## config.mk

```make
export PLATFORM = sky130hd
export DESIGN_NAME = utf8_script_filter_validator_core
export DESIGN_NICKNAME = d
export VERILOG_FILES = /design/src/sv/usv_pkg.sv /design/src/sv/usv_front.sv /design/src/sv/usv_cls_q.sv /design/src/sv/usv_res_q.sv /design/src/sv/usv_back.sv /design/src/sv/utf8_script_filter_validator_core.sv
export VERILOG_INCLUDE_DIRS = /design/src /design/src/sv
export SDC_FILE = /design/constraint.sdc
export NUM_CORES = 1
export LEC_CHECK = 0
export BUFFER_PORTS_ARGS = -buffer_cell sky130_fd_sc_hd__buf_2
export CORE_MARGIN = 5
export CORE_UTILIZATION = 45
export CTS_CLUSTER_SIZE = 30
export DETAILED_ROUTE_END_ITERATION = 10
export PLACE_DENSITY_LB_ADDON = 0.1
export SLEW_MARGIN = 10
export SYNTH_ARGS = -nofsm -noshare
export SYNTH_HDL_FRONTEND = slang
export SYNTH_SLANG_ARGS = --single-unit
export TNS_END_PERCENT = 5
```

## constraint.sdc

```tcl
create_clock -name clk_i -period 11.2 [get_ports clk_i]
set_input_delay 0 -clock clk_i [delete_from_list [all_inputs] [get_ports clk_i]]
set_output_delay 0 -clock clk_i [all_outputs]
set_load 0.05 [all_outputs]
```

## src/sv/utf8_script_filter_validator_core_defines.svh

```systemverilog
// Assertion macros shared by the validator RTL.
// The clocked form needs clk_i and rst_ni in the module that uses it.
`ifndef UTF8_SCRIPT_FILTER_VALIDATOR_CORE_DEFINES_SVH
`define UTF8_SCRIPT_FILTER_VALIDATOR_CORE_DEFINES_SVH

`ifndef NO_ASSERTIONS
`define USV_ASSERT(lbl, prop) \
  lbl: assert property (@(posedge clk_i) disable iff (!rst_ni) prop) \
    else $error("usv assertion failed");
`define USV_ASSERT_NR(lbl, prop) \
  lbl: assert property (@(posedge clk_i) prop) \
    else $error("usv assertion failed during reset");
`else
`define USV_ASSERT(lbl, prop)
`define USV_ASSERT_NR(lbl, prop)
`endif

`endif

```

## src/sv/usv_pkg.sv

```systemverilog
package usv_pkg;

  localparam int unsigned CodeW  = 21;
  localparam int unsigned AccW   = 15;
  localparam int unsigned QDepth = 2;
  localparam int unsigned QPtrW  = (QDepth > 1) ? $clog2(QDepth) : 1;
  localparam int unsigned QCntW  = $clog2(QDepth + 1);

  // Byte ranges of strict UTF-8: ASCII, continuation and lead bytes.
  localparam logic [7:0] AsciiMax  = 8'h7F;
  localparam logic [7:0] ContMin   = 8'h80;
  localparam logic [7:0] ContMax   = 8'hBF;
  localparam logic [7:0] Lead2Min  = 8'hC2;
  localparam logic [7:0] Lead2Max  = 8'hDF;
  localparam logic [7:0] Lead3Min  = 8'hE0;
  localparam logic [7:0] Lead3Max  = 8'hEF;
  localparam logic [7:0] Lead4Min  = 8'hF0;
  localparam logic [7:0] Lead4Max  = 8'hF4;

  typedef enum logic [1:0] {
    ST_BOUNDARY = 2'd0,
    ST_INSIDE   = 2'd1,
    ST_REJECTED = 2'd2
  } status_e;

  typedef enum logic [2:0] {
    K_ASCII,
    K_LEAD2,
    K_LEAD3,
    K_LEAD4,
    K_CONT,
    K_BAD
  } kind_e;

  typedef struct packed {
    logic [7:0] data_byte;
    logic       start_fresh;
  } in_t;

  typedef struct packed {
    status_e          status;
    logic             code_done;
    logic [CodeW-1:0] code_point;
  } res_t;

  typedef struct packed {
    logic       start_fresh;
    kind_e      kind;
    logic [6:0] bits;
  } cls_t;

endpackage

```

## src/sv/usv_front.sv

```systemverilog
module usv_front (
  input  usv_pkg::in_t  in_i,
  output usv_pkg::cls_t cls_o
);
  import usv_pkg::*;

  kind_e kind;

  always_comb begin
    unique case (in_i.data_byte) inside
      [8'h00 : AsciiMax]:  kind = K_ASCII;
      [ContMin : ContMax]: kind = K_CONT;
      [Lead2Min : Lead2Max]: kind = K_LEAD2;
      [Lead3Min : Lead3Max]: kind = K_LEAD3;
      [Lead4Min : Lead4Max]: kind = K_LEAD4;
      default:             kind = K_BAD;
    endcase
  end

  assign cls_o.start_fresh = in_i.start_fresh;
  assign cls_o.kind        = kind;
  assign cls_o.bits        = in_i.data_byte[6:0];

endmodule

```

## src/sv/usv_cls_q.sv

```systemverilog
module usv_cls_q (
  input  logic          clk_i,
  input  logic          rst_ni,
  input  logic          wr_i,
  input  usv_pkg::cls_t wr_data_i,
  output logic          full_o,
  input  logic          rd_i,
  output usv_pkg::cls_t rd_data_o,
  output logic          empty_o
);
  import usv_pkg::*;

  cls_t             mem_q [QDepth];
  logic [QPtrW-1:0] wr_ptr_q, wr_ptr_d;
  logic [QPtrW-1:0] rd_ptr_q, rd_ptr_d;
  logic [QCntW-1:0] cnt_q, cnt_d;

  assign full_o    = (cnt_q == QCntW'(QDepth));
  assign empty_o   = (cnt_q == '0);
  assign rd_data_o = mem_q[rd_ptr_q];

  always_comb begin
    wr_ptr_d = wr_ptr_q;
    rd_ptr_d = rd_ptr_q;
    cnt_d    = cnt_q;
    if (wr_i) begin
      wr_ptr_d = (wr_ptr_q == QPtrW'(QDepth - 1)) ? '0 : wr_ptr_q + 1'b1;
    end
    if (rd_i) begin
      rd_ptr_d = (rd_ptr_q == QPtrW'(QDepth - 1)) ? '0 : rd_ptr_q + 1'b1;
    end
    if (wr_i && !rd_i) begin
      cnt_d = cnt_q + 1'b1;
    end else if (rd_i && !wr_i) begin
      cnt_d = cnt_q - 1'b1;
    end
  end

  always_ff @(posedge clk_i or negedge rst_ni) begin
    if (!rst_ni) begin
      wr_ptr_q <= '0;
      rd_ptr_q <= '0;
      cnt_q    <= '0;
    end else begin
      wr_ptr_q <= wr_ptr_d;
      rd_ptr_q <= rd_ptr_d;
      cnt_q    <= cnt_d;
    end
  end

  always_ff @(posedge clk_i) begin
    if (wr_i) begin
      mem_q[wr_ptr_q] <= wr_data_i;
    end
  end

endmodule

```

## src/sv/usv_res_q.sv

```systemverilog
module usv_res_q (
  input  logic          clk_i,
  input  logic          rst_ni,
  input  logic          wr_i,
  input  usv_pkg::res_t wr_data_i,
  output logic          full_o,
  input  logic          rd_i,
  output usv_pkg::res_t rd_data_o,
  output logic          empty_o
);
  import usv_pkg::*;

  res_t             mem_q [QDepth];
  logic [QPtrW-1:0] wr_ptr_q, wr_ptr_d;
  logic [QPtrW-1:0] rd_ptr_q, rd_ptr_d;
  logic [QCntW-1:0] cnt_q, cnt_d;

  assign full_o    = (cnt_q == QCntW'(QDepth));
  assign empty_o   = (cnt_q == '0);
  assign rd_data_o = mem_q[rd_ptr_q];

  always_comb begin
    wr_ptr_d = wr_ptr_q;
    rd_ptr_d = rd_ptr_q;
    cnt_d    = cnt_q;
    if (wr_i) begin
      wr_ptr_d = (wr_ptr_q == QPtrW'(QDepth - 1)) ? '0 : wr_ptr_q + 1'b1;
    end
    if (rd_i) begin
      rd_ptr_d = (rd_ptr_q == QPtrW'(QDepth - 1)) ? '0 : rd_ptr_q + 1'b1;
    end
    if (wr_i && !rd_i) begin
      cnt_d = cnt_q + 1'b1;
    end else if (rd_i && !wr_i) begin
      cnt_d = cnt_q - 1'b1;
    end
  end

  always_ff @(posedge clk_i or negedge rst_ni) begin
    if (!rst_ni) begin
      wr_ptr_q <= '0;
      rd_ptr_q <= '0;
      cnt_q    <= '0;
    end else begin
      wr_ptr_q <= wr_ptr_d;
      rd_ptr_q <= rd_ptr_d;
      cnt_q    <= cnt_d;
    end
  end

  always_ff @(posedge clk_i) begin
    if (wr_i) begin
      mem_q[wr_ptr_q] <= wr_data_i;
    end
  end

endmodule

```

## src/sv/usv_back.sv

```systemverilog
`include "utf8_script_filter_validator_core_defines.svh"

module usv_back (
  input  logic          clk_i,
  input  logic          rst_ni,
  input  logic          cls_valid_i,
  input  usv_pkg::cls_t cls_i,
  output logic          cls_take_o,
  input  logic          res_full_i,
  output logic          res_wr_o,
  output usv_pkg::res_t res_o
);
  import usv_pkg::*;

  // Blacklisted scripts: Turkish Latin letters, Cyrillic, kana and CJK ranges.
  function automatic logic allowed_code(input logic [CodeW-1:0] c);
    logic deny;
    deny = (c == 21'h000C7) || (c == 21'h000D6) || (c == 21'h000DC) ||
           (c == 21'h000E7) || (c == 21'h000F6) || (c == 21'h000FC) ||
           (c >= 21'h0011E && c <= 21'h0011F) ||
           (c >= 21'h00130 && c <= 21'h00131) ||
           (c >= 21'h0015E && c <= 21'h0015F) ||
           (c >= 21'h00400 && c <= 21'h0052F) ||
           (c >= 21'h01C80 && c <= 21'h01C8F) ||
           (c >= 21'h02DE0 && c <= 21'h02DFF) ||
           (c >= 21'h03040 && c <= 21'h030FF) ||
           (c >= 21'h031F0 && c <= 21'h031FF) ||
           (c >= 21'h03400 && c <= 21'h04DBF) ||
           (c >= 21'h0A640 && c <= 21'h0A69F) ||
           (c >= 21'h0F900 && c <= 21'h0FAFF) ||
           (c >= 21'h0FE2E && c <= 21'h0FE2F) ||
           (c >= 21'h0FF65 && c <= 21'h0FF9F) ||
           (c >= 21'h04E00 && c <= 21'h09FFF) ||
           (c >= 21'h1AFF0 && c <= 21'h1AFFF) ||
           (c >= 21'h1B000 && c <= 21'h1B12F) ||
           (c >= 21'h20000 && c <= 21'h2A6DF) ||
           (c >= 21'h2A700 && c <= 21'h2EE5F) ||
           (c >= 21'h2F800 && c <= 21'h2FA1F) ||
           (c >= 21'h30000 && c <= 21'h323AF);
    return !deny;
  endfunction

  logic [1:0]      pend_q, pend_d;
  logic [1:0]      len_q, len_d;
  logic [AccW-1:0] acc_q, acc_d;
  logic            rej_q, rej_d;

  logic [1:0]       pend0, len0;
  logic [AccW-1:0]  acc0;
  logic             rej0;
  logic [1:0]       pend_dec;
  logic [CodeW-1:0] v;
  logic [CodeW-1:0] ascii_cp;
  logic [CodeW-1:0] minimum;
  logic             bad_value;
  logic             done;
  logic [CodeW-1:0] cp;
  logic             do_reject;
  logic             advance;

  assign advance    = cls_valid_i && !res_full_i;
  assign cls_take_o = advance;
  assign res_wr_o   = advance;

  // A fresh start behaves as if the state had just been cleared.
  assign pend0 = cls_i.start_fresh ? '0 : pend_q;
  assign len0  = cls_i.start_fresh ? '0 : len_q;
  assign acc0  = cls_i.start_fresh ? '0 : acc_q;
  assign rej0  = cls_i.start_fresh ? 1'b0 : rej_q;

  assign pend_dec = pend0 - 1'b1;
  assign v        = {acc0, cls_i.bits[5:0]};
  assign ascii_cp = {{(CodeW - 7){1'b0}}, cls_i.bits};

  always_comb begin
    unique case (len0)
      2'd1:    minimum = 21'h00080;
      2'd2:    minimum = 21'h00800;
      default: minimum = 21'h10000;
    endcase
  end

  assign bad_value = (v < minimum) || (v > 21'h10FFFF) ||
                     (v >= 21'h0D800 && v <= 21'h0DFFF) || !allowed_code(v);

  always_comb begin
    pend_d    = pend0;
    len_d     = len0;
    acc_d     = acc0;
    rej_d     = rej0;
    done      = 1'b0;
    cp        = '0;
    do_reject = 1'b0;
    if (!rej0) begin
      if (pend0 == '0) begin
        unique case (cls_i.kind)
          K_ASCII: begin
            if (allowed_code(ascii_cp)) begin
              done = 1'b1;
              cp   = ascii_cp;
            end else begin
              do_reject = 1'b1;
            end
          end
          K_LEAD2: begin
            pend_d = 2'd1;
            len_d  = 2'd1;
            acc_d  = {{(AccW - 5){1'b0}}, cls_i.bits[4:0]};
          end
          K_LEAD3: begin
            pend_d = 2'd2;
            len_d  = 2'd2;
            acc_d  = {{(AccW - 4){1'b0}}, cls_i.bits[3:0]};
          end
          K_LEAD4: begin
            pend_d = 2'd3;
            len_d  = 2'd3;
            acc_d  = {{(AccW - 3){1'b0}}, cls_i.bits[2:0]};
          end
          default: do_reject = 1'b1;
        endcase
      end else if (cls_i.kind != K_CONT) begin
        do_reject = 1'b1;
      end else begin
        pend_d = pend_dec;
        if (pend_dec != '0) begin
          acc_d = v[AccW-1:0];
        end else if (bad_value) begin
          do_reject = 1'b1;
        end else begin
          done  = 1'b1;
          cp    = v;
          len_d = '0;
          acc_d = '0;
        end
      end
    end
    if (do_reject) begin
      pend_d = '0;
      len_d  = '0;
      acc_d  = '0;
      rej_d  = 1'b1;
    end
  end

  always_comb begin
    res_o.code_done  = done;
    res_o.code_point = cp;
    if (rej_d) begin
      res_o.status = ST_REJECTED;
    end else if (pend_d != '0) begin
      res_o.status = ST_INSIDE;
    end else begin
      res_o.status = ST_BOUNDARY;
    end
  end

  always_ff @(posedge clk_i or negedge rst_ni) begin
    if (!rst_ni) begin
      pend_q <= '0;
      len_q  <= '0;
      acc_q  <= '0;
      rej_q  <= 1'b0;
    end else if (advance) begin
      pend_q <= pend_d;
      len_q  <= len_d;
      acc_q  <= acc_d;
      rej_q  <= rej_d;
    end
  end

  `USV_ASSERT(a_pend_not_rej, (pend_q != '0) |-> !rej_q)
  `USV_ASSERT(a_rej_cleared, rej_q |-> (acc_q == '0) && (len_q == '0))
  `USV_ASSERT(a_pend_le_len, pend_q <= len_q)
  `USV_ASSERT(a_done_boundary, (res_wr_o && res_o.code_done) |-> (res_o.status == ST_BOUNDARY))
  `USV_ASSERT_NR(a_reset_clear, !rst_ni |=> !rej_q && (pend_q == '0))

endmodule

```

## src/sv/utf8_script_filter_validator_core.sv

```systemverilog
// A byte accepted on push enters the classified-byte queue; the decoder then takes it
// from there, decodes it combinationally and writes the result to the result queue.
// Throughput: one byte per cycle while the result queue is not full.
// Reset (rst_ni low, asynchronous) empties both queues and returns the decoder
// to the accepting state with no pending sequence.
module utf8_script_filter_validator_core (
  input  logic          clk_i,
  input  logic          rst_ni,
  input  logic          push,
  input  usv_pkg::in_t  in_i,
  output logic          full,
  input  logic          pop,
  output usv_pkg::res_t res_o,
  output logic          empty
);
  import usv_pkg::*;

  cls_t cls_in;
  cls_t cls_out;
  logic cls_wr;
  logic cls_empty;
  logic cls_take;
  logic res_full;
  logic res_wr;
  res_t res_data;

  assign cls_wr = push && !full;

  usv_front u_front (
    .in_i  (in_i),
    .cls_o (cls_in)
  );

  usv_cls_q u_cls_q (
    .clk_i     (clk_i),
    .rst_ni    (rst_ni),
    .wr_i      (cls_wr),
    .wr_data_i (cls_in),
    .full_o    (full),
    .rd_i      (cls_take),
    .rd_data_o (cls_out),
    .empty_o   (cls_empty)
  );

  usv_back u_back (
    .clk_i       (clk_i),
    .rst_ni      (rst_ni),
    .cls_valid_i (!cls_empty),
    .cls_i       (cls_out),
    .cls_take_o  (cls_take),
    .res_full_i  (res_full),
    .res_wr_o    (res_wr),
    .res_o       (res_data)
  );

  usv_res_q u_res_q (
    .clk_i     (clk_i),
    .rst_ni    (rst_ni),
    .wr_i      (res_wr),
    .wr_data_i (res_data),
    .full_o    (res_full),
    .rd_i      (pop && !empty),
    .rd_data_o (res_o),
    .empty_o   (empty)
  );

endmodule

```

==> results.yml <==
pwr:
  vdd_drop_max_mv: 0.181
  p_leak_nw: 2.54
  powerDensity_mw_per_mm2: 286
detailed_routing:
  drtPass1Iterations: 6
  route.detailed.drc: 0
  wire_per_inst_um: 21.6
  drtIter0Drc: 714
  antenna_left: 0
  vias: 5575
  wl_um: 18300
  viasPerCell: 6.57
min_path:
  hp-class: "in2reg"
floorplan:
  initial_core_util_pct: 45.9
  die_h_um: 129
  core_mm2: 0.0139
  rows: 43
  pin_count: 39
  die-area_mm2: 0.0167
  die_width_um: 129
outcome:
  status: "complete, no violations"
critical_path:
  crit_path_max_fanout: 56
  endpoint: "u_res_q.mem_q[1][12]$_DFFE_PP_"
  crit_type: "reg2reg"
  endpoint_kind: "flip-flop"
  cp_slowest_cell: "buf_4"
  r2r_end: "u_res_q.mem_q[1][12]$_DFFE_PP_"
  crit_required_ns: 11.36
  timing.critical_path.slowest_cell_delay_ns: 0.52
  critical_path.startpoint: "u_cls_q.rd_ptr_q$_DFFE_PN0P_"
  arrival_ns: 4.76
  reg2reg_slack_ns: 6.60
  start_kind: "flip-flop"
  r2r_cells: 11
  r2r-start: "u_cls_q.rd_ptr_q$_DFFE_PN0P_"
  worst-path-stages: 11
  crit_top_cell: "buf_4"
  crit_path_cell_trace: "buf_4 > mux2i_4 > buf_4 > nand2_1 > nor4_1 > o32ai_1 > a211o_1 > nor4_2 > and3_1 > nand4b_4 > nor3_1"
  critPathTopFamily: "simple AND/OR/NAND/NOR gates"
  critPathBufInv: 2
final_layout:
  fillerInstances: 1312
  area_growth_pct: 10.7
  finish.utilization_pct: 50.8
  insertedDiodeCount: 0
  nets: 685
  fin_area_mm2: 0.00706
  layout-drive-gt1-share_pct: 16.4
  multi_input_comb_area_mm2: 0.00325
  seqCellArea_mm2: 0.00280
global_routing:
  use_met3_pct: 4.20
  met2_usage_pct: 34.3
  grt_max_degree: 57
  grt_pass1_wl_um: 29500
  use_met1_pct: 30.9
  overflow: 0
  grt-busiest-layer: "met2"
  antenna_found_initial: 0
  grt_pass1_vias: 5417
  grt.total_usage_pct: 22.6
sta:
  worst_slack_ns: 6.60
  max_freq_ghz: 0.217
  worstMarginPinSlew_ns: 1.16
  slew_viol_final: 0
  period_minus_slack_ns: 4.60
  rsz0062_at_grt: "no"
  tns_ns: 0
  clock_skew_ns: 0.00918
  post-route-period-util_pct: 41.1
  hold_viol_final: 0
  slew_headroom_pct: 23.0
  final-setup-viol-count: 0
synth:
  postSynthCellCount: 642
  synth_area_leader_cell: "edfxtp_1"
  synth_edf_count: 70
  syn-cell-area_mm2: 0.00638
  ys_seq_elements: 98
  yosys_warnings: 0
  synth_ff_type: "edfxtp_1"
  synth_fp_nets: 663
  synthArstFlopShare_pct: 28.6
  synth.top_cell.area_share_pct: 33.0
  syn_avg_cell_area_um2: 9.93
  ys_seq_area_share_pct: 43.9
  ys_top_cells_by_area: "edfxtp_1, dfrtp_1, mux2_2"
  synth_cell_types: 79
place:
  globalplace.congestion: 0.970
  place_ws_ns: 6.72
  hpwlAfterDp_um: 13200
  place_area_mm2: 0.00660
  io_buffers: 38
clock_tree:
  root_buffer: "clkbuf_16"
  cts_resized: 0
  post-cts-setup-buffers: 0
  cts_hold_buf: 11
  clk_pin_slew_ns: 0.07
  cts-htree-levels: 3
  cts-buffers-inserted: 9
  clk_latency_ns: 0.35
  cts_tree: "done"
  clockBufferDepth: 2
  clock-sinks: 98
job:
  maxCapViolCount: 0
## cell usage in the layout, fill, tap and decap left out, types with 5 or more instances in the layout
cell type	Yosys	layout
edfxtp_1	70	70
a21oi_1	22	22
dlygate4sd3_1	0	11
clkbuf_16	0	9
nor3_2	4	5
o211ai_1	8	8
nand2b_1	6	6
nand4_1	17	17
nand2_1	54	54
nor2b_1	10	10
nor2_1	47	46
a32o_1	5	5
or4_1	7	7
buf_4	10	5
mux2i_1	9	9
inv_1	24	24
ha_1	8	8
o221ai_1	6	6
nor3_1	35	34
and2_1	7	7
and3_1	10	10
nor4_1	18	18
mux2_2	28	28
o22ai_1	8	8
dfrtp_1	28	28
nand3_1	24	24
buf_2	8	38
o21ai_0	28	28
a31oi_1	7	7
xnor2_1	8	8
a211oi_1	5	5
## flip-flops by register name (all words and copies together), names as in the netlist
| signal | count |
|---|---|
| u_back.acc_q | 15 |
| u_back.len_q | 2 |
| u_back.pend_q | 2 |
| u_back.rej_q | 1 |
| u_cls_q.cnt_q | 2 |
| u_cls_q.mem_q | 22 |
| u_cls_q.rd_ptr_q | 1 |
| u_cls_q.wr_ptr_q | 1 |
| u_res_q.cnt_q | 2 |
| u_res_q.mem_q | 48 |
| u_res_q.rd_ptr_q | 1 |
| u_res_q.wr_ptr_q | 1 |
## cell usage after synthesis (4+ instances only)
| library cell | count |
|---|---|
| a211oi_1 | 5 |
| a21oi_1 | 22 |
| a31oi_1 | 7 |
| a32o_1 | 5 |
| a41oi_1 | 4 |
| and2_1 | 7 |
| and3_1 | 10 |
| buf_2 | 8 |
| buf_4 | 10 |
| buf_6 | 5 |
| clkbuf_1 | 18 |
| dfrtp_1 | 28 |
| edfxtp_1 | 70 |
| ha_1 | 8 |
| inv_1 | 24 |
| mux2_2 | 28 |
| mux2i_1 | 9 |
| nand2_1 | 54 |
| nand2b_1 | 6 |
| nand3_1 | 24 |
| nand4_1 | 17 |
| nor2_1 | 47 |
| nor2b_1 | 10 |
| nor3_1 | 35 |
| nor3_2 | 4 |
| nor4_1 | 18 |
| o2111ai_1 | 4 |
| o211ai_1 | 8 |
| o21a_1 | 4 |
| o21ai_0 | 28 |
| o221ai_1 | 6 |
| o22ai_1 | 8 |
| o31ai_1 | 4 |
| o32a_1 | 4 |
| or4_1 | 7 |
| xnor2_1 | 8 |
## per-layer routing
metal	part of all wire [%]	vias up
met5	0	-
met4	4.2	0
met3	9.0	66
met2	45	332
met1	42	2637
li1	-	2540
## worst register-to-register path, stage by stage (launching register included)
cell and delay, ns:
dfrtp_1 0.42, buf_4 0.40, mux2i_4 0.30, buf_4 0.52, nand2_1 0.44, nor4_1 0.38
o32ai_1 0.14, a211o_1 0.32, nor4_2 0.35, and3_1 0.51, nand4b_4 0.33, nor3_1 0.31
## kinds of logic after synthesis
family,Yosys count,share of synthesized area (%)
buffers and inverters,67,5.28
xor gates and xnor gates,11,1.51
muxes,40,7.02
DFF,98,43.9
and+or+nand+nor,264,22.3
AOI/OAI and AO/OA,154,18.3
adders and majority gates,8,1.57
## how the worst min path moves through the flow
stage	slack [ns]	end	cells past startpoint	startpoint
after floorplan	-0.30	u_back.acc_q[0]$_DFFE_PN0P_	0	rst_ni
after global placement	0.07	u_res_q.cnt_q[1]$_DFFE_PN0P_	1	rst_ni
after detailed placement	0.08	u_res_q.cnt_q[1]$_DFFE_PN0P_	1	rst_ni
after CTS	0.01	u_cls_q.mem_q[0][7]$_DFFE_PP_	3	in_i[8]
after global routing	0.04	u_cls_q.mem_q[0][7]$_DFFE_PP_	3	in_i[8]
final	0.02	u_cls_q.mem_q[1][7]$_DFFE_PP_	3	in_i[8]
## where the power goes
| group | total (W) | internal (W) | switching [W] | leakage, nW |
|---|---|---|---|---|
| Sequential | 0.000638 | 0.000550 | 0.0000884 | 1.04 |
| Combinational | 0.00102 | 0.000309 | 0.000713 | 1.34 |
| Clock | 0.000357 | 0.000221 | 0.000136 | 0.170 |
| Total | 0.00202 | 0.00108 | 0.000937 | 2.54 |
## metrics by stage
step	hold slack, ns	power (W)	cells
after floorplan	-0.296	0.00143	642
after CTS	0.0135	0.00203	849
after global routing	0.0393	0.00214	849
after detailed placement	0.0791	0.00166	822
after global placement	0.0650	0.00166	822
final	0.0223	0.00202	849
## final cells by class
class	count	share of cell area, %
Inverter	24	1.28
Multi-Input combinational cell	477	46.1
Clock buffer	10	3.24
Clock inverter	6	1.68
Timing Repair Buffer	54	4.79
Sequential cell	98	39.7
Tap cell	180	3.19
No activity file was read; power rests on OpenSTA's default activity.
